## src/rtl/qubit_state_vector_gate_engine_top_assert.svh

```systemverilog
// assertion macros for the qubit state vector gate engine top level
// expects signals clk and rst_n in the including scope
`ifndef QUBIT_STATE_VECTOR_GATE_ENGINE_TOP_ASSERT_SVH
`define QUBIT_STATE_VECTOR_GATE_ENGINE_TOP_ASSERT_SVH

// same-cycle implication
`define QSV_ASSERT_IMP(lbl, ante, cons, msg) \
  lbl: assert property (@(posedge clk) disable iff (!rst_n) (ante) |-> (cons)) \
    else $error(msg);

// next-cycle implication
`define QSV_ASSERT_NXT(lbl, ante, cons, msg) \
  lbl: assert property (@(posedge clk) disable iff (!rst_n) (ante) |=> (cons)) \
    else $error(msg);

`endif

```

## src/rtl/qsv_pkg.sv

```systemverilog
// shared types and constants of the qubit state vector gate engine
// no dependencies
package qsv_pkg;

  localparam int DEF_MAX_QUBITS = 10;
  localparam int DEF_FRAC_BITS  = 16;
  localparam int MUL_YW         = 32;
  localparam logic signed [MUL_YW-1:0] INV_SQRT2_Q31 = 32'sd1518500250;
  localparam logic [3:0] NQ_RESET = 4'd10;

  typedef enum logic [3:0] {
    MODE_WRITE  = 4'd0,
    MODE_READ   = 4'd1,
    MODE_BASIS  = 4'd2,
    MODE_H      = 4'd3,
    MODE_X      = 4'd4,
    MODE_Y      = 4'd5,
    MODE_Z      = 4'd6,
    MODE_S      = 4'd7,
    MODE_CNOT   = 4'd8,
    MODE_CPHASE = 4'd9,
    MODE_FLIP   = 4'd10,
    MODE_DIFF   = 4'd11
  } qsv_mode_t;

  typedef enum logic [1:0] {
    ST_OK        = 2'd0,
    ST_BAD_QUBIT = 2'd1,
    ST_BAD_INDEX = 2'd2
  } qsv_status_t;

  typedef enum logic [3:0] {
    S_IDLE, S_WR, S_ADR, S_ONE, S_FILL, S_SUM, S_MEAN, S_SUB,
    S_PRD, S_PRK, S_PCMP, S_PMUL, S_PWRP, S_PWRK, S_DONE
  } qsv_state_t;

  typedef struct packed {
    logic mul_en;
    logic acc_en;
    logic first;
    logic sub;
    logic wide_shift;
  } qsv_mac_ctl_t;

endpackage

```

## src/rtl/qsv_mac.sv

```systemverilog
// shared multiply-accumulate unit with round-half-away and saturation
// depends on qsv_pkg
module qsv_mac #(
  parameter int FRAC_BITS = qsv_pkg::DEF_FRAC_BITS
) (
  input  logic                           clk,
  input  qsv_pkg::qsv_mac_ctl_t          ctl,
  input  logic signed [FRAC_BITS+2:0]    x,
  input  logic signed [qsv_pkg::MUL_YW-1:0] y,
  output logic signed [FRAC_BITS+1:0]    res
);
  localparam int VW = FRAC_BITS + 2;
  localparam int PW = VW + 1 + qsv_pkg::MUL_YW;
  localparam int AC = PW + 1;
  localparam logic [AC-1:0] HALF_W = AC'(1) << 30;
  localparam logic [AC-1:0] HALF_F = AC'(1) << (FRAC_BITS - 1);
  localparam logic signed [AC-1:0] SAT_MAX = AC'((64'(1) << (VW - 1)) - 64'(1));
  localparam logic signed [AC-1:0] SAT_MIN = -(AC'(64'(1) << (VW - 1)));

  logic signed [PW-1:0] prod_r;
  logic signed [AC-1:0] acc_r, acc_nxt, base, rnd;
  logic [AC-1:0]        mag, shifted;

  always_ff @(posedge clk) begin
    if (ctl.mul_en) begin
      prod_r <= x * y;
    end
    if (ctl.acc_en) begin
      acc_r <= acc_nxt;
    end
  end

  always_comb begin
    base    = ctl.first ? '0 : acc_r;
    acc_nxt = ctl.sub ? base - AC'(prod_r) : base + AC'(prod_r);
    mag     = acc_nxt[AC-1] ? AC'(0) - acc_nxt : acc_nxt;
    shifted = ctl.wide_shift ? (mag + HALF_W) >> 31 : (mag + HALF_F) >> FRAC_BITS;
    rnd     = acc_nxt[AC-1] ? AC'(0) - shifted : shifted;
    if (rnd > SAT_MAX) begin
      res = SAT_MAX[VW-1:0];
    end else if (rnd < SAT_MIN) begin
      res = SAT_MIN[VW-1:0];
    end else begin
      res = rnd[VW-1:0];
    end
  end
endmodule

```

## config.mk

```make
export PLATFORM = sky130hd
export DESIGN_NAME = qsv_mac
export DESIGN_NICKNAME = d
export VERILOG_FILES = /design/src/rtl/qubit_state_vector_gate_engine_top_assert.svh /design/src/rtl/qsv_pkg.sv /design/src/rtl/qsv_mac.sv
export SDC_FILE = /design/constraint.sdc
export NUM_CORES = 2
export LEC_CHECK = 0
export BUFFER_PORTS_ARGS = -buffer_cell sky130_fd_sc_hd__buf_4
export CAP_MARGIN = 10
export CELL_PAD_IN_SITES_DETAIL_PLACEMENT = 0
export CELL_PAD_IN_SITES_GLOBAL_PLACEMENT = 1
export CORE_MARGIN = 3
export CORE_UTILIZATION = 45
export CTS_BUF_LIST = sky130_fd_sc_hd__clkbuf_16
export DETAILED_ROUTE_END_ITERATION = 16
export HOLD_SLACK_MARGIN = 0.1
export PLACE_DENSITY = 0.89
export SLEW_MARGIN = 20
export SYNTH_ARGS = -nofsm -noshare
export SYNTH_HDL_FRONTEND = slang
export SYNTH_SLANG_ARGS = --single-unit
```

## constraint.sdc

```tcl
create_clock -name clk -period 10.35 [get_ports clk]
set_clock_uncertainty 0.05 [all_clocks]
set_input_delay 1.035 -clock clk [delete_from_list [all_inputs] [get_ports clk]]
set_output_delay 1.035 -clock clk [all_outputs]
set_load 0.05 [all_outputs]
```

# ---- Word-level counts from Yosys, hierarchy flattened
# Cells that the tools add are included.
dict set report word_totals {
  regBits 103
  latchBits 0
  ramBits 0
  romBits 0
  in_bits 57
  out_inout_bits 18
  elab_cells 18
  mem_count 0
}
dict set report classes {
  add_sub_neg 6
  mul 1
  n_div 0
  order_cmp 2
  eq_ne 0
  shift 0
  n_mux 7
  bitwise_logic 0
  reduce_logical 0
}
# cell count
set ops {}
lappend ops {{$mux W52} 4}
lappend ops {{$add A52 B16 Y52 const B} 1}
lappend ops {{$add A52 B31 Y52 const B} 1}
lappend ops {{$add A52 B51 Y52} 1}
lappend ops {{$gt A52 B18 Y1 const B} 1}
lappend ops {{$lt A52 B18 Y1 const B} 1}
lappend ops {{$sub A1 B52 Y52 const A} 1}
lappend ops {{$sub A52 B51 Y52} 1}
lappend ops {{$mul A19 B32 Y51} 1}
lappend ops {{$sub A1 B36 Y37 const A} 1}
lappend ops {{$mux W18} 2}
lappend ops {{$mux W36} 1}

# ---- Logic depth before layout (Yosys ltp)
dict set report logic_depth {
  ltp_word 12
  ltp_mapped 53
  ltp_nobuf 42
}

# ---- Least setup slack after synthesis
# Ideal clock, no wire load.
dict set report synth_path {
  path_kind {reg-to-output}
  start {register prod_r[16]}
  end {output port res[16]}
  t_arrival_ns 9.676
  required_time_ns 9.265
  path_slack_ns -0.411
  stages_incl_launch_ff 48
  path_buffers 10
  path_cell_list {edfxtp_1 or4_4 or4_4 or3_1 nor2_1 and2_0 nand2_1 nor2_1 nor2_1 xnor2_1 ha_1 clkbuf_1 a21oi_1 o21ai_0 a21oi_1 o21ai_0 a21oi_1 o21ai_0 [12 not listed] ha_1 nand2_1 a21oi_1 a31o_2 clkbuf_1 nand3_1 nor4b_1 mux2i_1 nand3b_1 nor2_1 nand4_2 o41ai_2 xor2_1 nor4b_1 nand4_1 o21a_2 buf_6 a21oi_1}
}
dict set report synth_between {
  elab_chain_len 11
  word_cells_on_any_way 14
  cone_classes {6 x add/sub; 2 x order compare; 6 x mux}
}
# element line
set synth_lines {}
lappend synth_lines {{start: declaration} qsv_mac.sv:20} ;# logic signed [PW-1:0] prod_r;
lappend synth_lines {{start signal: assignment} qsv_mac.sv:26} ;# prod_r <= x * y;
lappend synth_lines {{$add A52 B51 Y52 / $sub A52 B51 Y52 (equally long branches)} qsv_mac.sv:35} ;# acc_nxt = ctl.sub ? base - AC'(prod_r) : base + AC'(prod_r);
lappend synth_lines {{$mux W52 *} qsv_mac.sv:35}
lappend synth_lines {{via acc_nxt[51]} qsv_mac.sv:21} ;# logic signed [AC-1:0] acc_r, acc_nxt, base, rnd;
lappend synth_lines {{$sub A1 B52 Y52} qsv_mac.sv:36} ;# mag = acc_nxt[AC-1] ? AC'(0) - acc_nxt : acc_nxt;
lappend synth_lines {{$mux W52} qsv_mac.sv:36}
lappend synth_lines {{$add A52 B31 Y52 / $add A52 B16 Y52 (equally long branches)} qsv_mac.sv:37} ;# shifted = ctl.wide_shift ? (mag + HALF_W) >> 31 : (mag + HALF_F) >> FRAC_BITS;
lappend synth_lines {{$mux W36} qsv_mac.sv:37}
lappend synth_lines {{$sub A1 B36 Y37} qsv_mac.sv:38} ;# rnd = acc_nxt[AC-1] ? AC'(0) - shifted : shifted;
lappend synth_lines {{$mux W52 *} qsv_mac.sv:38}
lappend synth_lines {{$lt A52 B18 Y1} qsv_mac.sv:41} ;# end else if (rnd < SAT_MIN) begin
lappend synth_lines {{$mux W18} qsv_mac.sv:41}
lappend synth_lines {{$mux W18 *} qsv_mac.sv:39} ;# if (rnd > SAT_MAX) begin
lappend synth_lines {{end: declaration} qsv_mac.sv:10} ;# output logic signed [FRAC_BITS+1:0] res
# The timed path passes the listed nets; every way through them passes the cells marked *.

# ---- Worst setup path after layout
dict set report layout_path {
  start {register prod_r[0]}
  end {output port res[6]}
}
dict set report layout_between {
  elab_chain_len 11
  word_cells_on_any_way 14
  cone_classes {6 x add/sub; 2 x order compare; 6 x mux}
}
# element line
set layout_lines {}
lappend layout_lines {{$add A52 B51 Y52 / $sub A52 B51 Y52 (equally long branches)} qsv_mac.sv:35}
lappend layout_lines {{$mux W52 *} qsv_mac.sv:35}
lappend layout_lines {{via acc_nxt[30]} qsv_mac.sv:21}
lappend layout_lines {{$sub A1 B52 Y52} qsv_mac.sv:36}
lappend layout_lines {{$mux W52 *} qsv_mac.sv:36}
lappend layout_lines {{$add A52 B31 Y52 / $add A52 B16 Y52 (equally long branches)} qsv_mac.sv:37}
lappend layout_lines {{$mux W36 *} qsv_mac.sv:37}
lappend layout_lines {{$sub A1 B36 Y37} qsv_mac.sv:38}
lappend layout_lines {{$mux W52 *} qsv_mac.sv:38}
lappend layout_lines {{$lt A52 B18 Y1} qsv_mac.sv:41}
lappend layout_lines {{$mux W18} qsv_mac.sv:41}
lappend layout_lines {{$mux W18 *} qsv_mac.sv:39}
# Marks and branches as above.

==> impl_metrics.yaml <==
run:
  maxCapViolations: 0
synthesis:
  ys_warn_count: 0
  async_flop_share: 0
  ys_ff_latch: 103
  yosysUniqueCellTypes: 123
  synth_cells: 3753
  synth_flop_cell: "edfxtp_1"
  syn-num-nets: 4595
  syn_area_per_cell_um2: 8.80
  synth-seq-area-share: 0.0936
  netlist_area_mm2: 0.0330
  synth_edf_count: 103
routing:
  ant_nets: 0
  postRouteWirelength_mm: 86.6
  firstDrtPassIters: 5
  wl_per_cell_um: 18.2
  drt_iter0_drc: 1826
  post-route-drc-count: 0
  dr_total_vias: 26300
  viasPerCell: 5.55
timing:
  finalCritPeriodShare: 0.965
  min_period_ns: 9.99
  fmax_mhz: 100
  hold_violations: 0
  worst_slew_pin_slew_ns: 0.986
  setup_violations: 0
  setup_tns_ns: 0
  slew_violations: 0
  relSlewSlack: 0.342
place:
  port_buffers: 74
  dp_cells: 4679
  place_congestion: 0.915
  post-dp-hpwl_mm: 69.3
floorplanning:
  row_count: 98
  core_area_mm2: 0.0721
  die_h_um: 277
  die_area_mm2: 0.0767
  initial_core_util: 0.458
  die_x_um: 277
  ios: 75
worst_setup_path:
  worstPathArrival_ns: 8.90
  crit_path_end_kind: "primary output"
  required_ns: 9.27
  cpMaxStageDelayCell: "or4_4"
  reg2reg_from: "prod_r[0]$_DFFE_PP_"
  cp_common_cell: "buf_4"
  crit_path_max_incr_delay_ns: 0.60
  cp-start-kind: "flop"
  path_max_fanout: 11
  crit_start: "prod_r[0]$_DFFE_PP_"
  critPathKind: "flop to primary output"
cells_and_area:
  seqCellArea_mm2: 0.00309
  multiInputGateArea_mm2: 0.0278
  fillers: 6758
  final_nets: 4633
  areaGrowthSynthToFinish_pct: 9.86
  fin_cells: 4745
  drive_gt1_frac: 0.128
  diodes: 0
grt:
  first_global_vias: 26800
  grt_max_degree: 68
  grt_antenna_before_repair: 0
  grt_pass1_wl_mm: 142
  grtUsageTotal: 0.225
  grt_remaining_overflow: 0
clock_tree:
  root_buffer: "clkbuf_16"
  clk_latency_ns: 0.38
  numCtsBuffers: 9
  path_clk_slew_ns: 0.07
  cts_tree: "built"
  cts_buffer_depth: 2
  cts.sinks: 103
  h-tree-depth: 3
  postCtsHoldBufs: 0
min_path:
  hp-class: "flop to flop"
  min_from: "acc_r[0]$_DFFE_PP_"
status:
  outcome: "finished clean"
-- state kept, by name, summed over array words and instances (netlist names) --
signal / count
prod_r: 51
acc_r: 52
-- worst max-delay path: cells and delay by family, from the launching register on --
family                   cells  cell delay (ns)
AO/OA/AOI/OAI                8             1.96
flip-flops                   1             0.41
XOR/XNOR                     3             0.60
buffers and inverters        8             1.15
AND/OR/NAND/NOR             17             3.86
adder cells (fa/ha/maj)      2             0.53
-- synthesized netlist by cell type (8+ instances only) --
master      n  area [um^2]
xor2_1     60          526
nor2b_1    63          394
o211ai_1   16          120
a211oi_1   10         75.1
o21ai_0    74          370
clkbuf_1  152          571
and2_1    212         1330
edfxtp_1  103         3090
mux2i_1    11          110
o21bai_1   21          158
a21oi_2    11         96.3
or4_1      14          105
o31ai_1    19          143
nand3_1    61          305
a21oi_1   159          796
nor2_1    160          601
a21o_1     37          278
a31o_2     11         96.3
nand2b_1   44          275
nor4_1     33          206
buf_6      12          135
and4_1     10         87.6
or3_1      21          131
buf_2      12         60.1
o21ai_1    14         70.1
ha_1      194         2430
nand2_1   498         1870
xnor2_1   154         1350
o31a_1      8         70.1
a31oi_1    26          163
fa_1      591        11800
inv_1     586         2200
and3_1     25          156
nand4_1    34          213
or2_2      15         93.8
o21a_1     20          150
nor3_1     63          315
-- worst paths after layout --
path,cells past startpoint,slack (ns),end
max,38,0.36,res[6]
max reg2reg,24,5.04,acc_r[50]$_DFFE_PP_
min,3,0.73,acc_r[0]$_DFFE_PP_
min reg2reg,3,0.73,acc_r[0]$_DFFE_PP_
-- layout by cell type (no fill, tap or decap), types with 10 or more instances in the layout --
master,synthesis,final
a21oi_1,159,144
a21oi_4,2,13
xnor2_1,154,149
nand4_1,34,34
and3_1,25,21
nor4_4,5,12
and2_1,212,210
nor4_2,7,13
o21ai_1,14,22
edfxtp_1,103,103
a21oi_2,11,15
or3_1,21,19
clkbuf_16,0,10
o31ai_1,19,13
nand2b_1,44,44
or2_2,15,15
nor2b_1,63,63
o21bai_1,21,20
nand2_1,498,493
buf_6,12,13
nand3_1,61,57
o21ai_0,74,61
fa_1,591,591
a31o_2,11,11
a21o_1,37,37
nor4_1,33,20
ha_1,194,184
xor2_1,60,54
nor2_1,160,150
or4_1,14,12
o21a_1,20,19
a31oi_1,26,21
o211ai_1,16,16
nor3_1,63,53
inv_1,586,585
buf_4,7,192
-- cells by family (layout without fill, tap and decap cells) --
kind of cell,Yosys count,after routing,synth area share
AOI/OAI and AO/OA,530,531,0.110
xor gates and xnor gates,222,222,0.0610
DFF,103,103,0.0936
adders and majority gates,785,785,0.432
buffers and inverters,779,820,0.0932
muxes,16,16,0.00504
and+or+nand+nor,1318,1318,0.206
-- cell type report --
class / count / share of cell area
multi-input combinational: 2872 / 0.766
clock inverter: 6 / 0.00172
tap: 950 / 0.0328
timing repair buffer: 213 / 0.0469
sequential: 103 / 0.0852
clock buffer: 9 / 0.00621
inverter: 592 / 0.0612
-- through the flow --
stage	area (um^2)	util	setup WS, ns	hold WS (ns)
floorplan	33100	-	-0.272	0.627
global placement	34700	0.481	0.0369	0.667
detailed placement	34700	0.481	-0.0377	0.693
CTS	35100	0.486	0.0122	0.702
global route	36300	0.503	-0.0668	0.772
finish	36300	0.503	0.362	0.726
-- routing by layer --
| metal | vias up | share of wire | track usage |
|---|---|---|---|
| met3 | 106 | 0.067 | 0.0351 |
| met2 | 854 | 0.48 | 0.371 |
| li1 | 12200 | - | - |
| met1 | 13200 | 0.44 | 0.316 |
| met5 | - | 0 | 0 |
| met4 | 0 | 0.018 | 0.0470 |
-- what timing repair did --
| item | CTS | global route |
|---|---|---|
| buffers inserted | 3 | 46 |
| setup endpoints to repair | 17 | 18 |
| gates cloned | 0 | 2 |
| gates resized for setup | 12 | 186 |
| pin swaps | 3 | 59 |
Power is left out: the tool's default activity adds up to more than one toggle a clock period on the data nets, which glitch-free logic cannot reach.
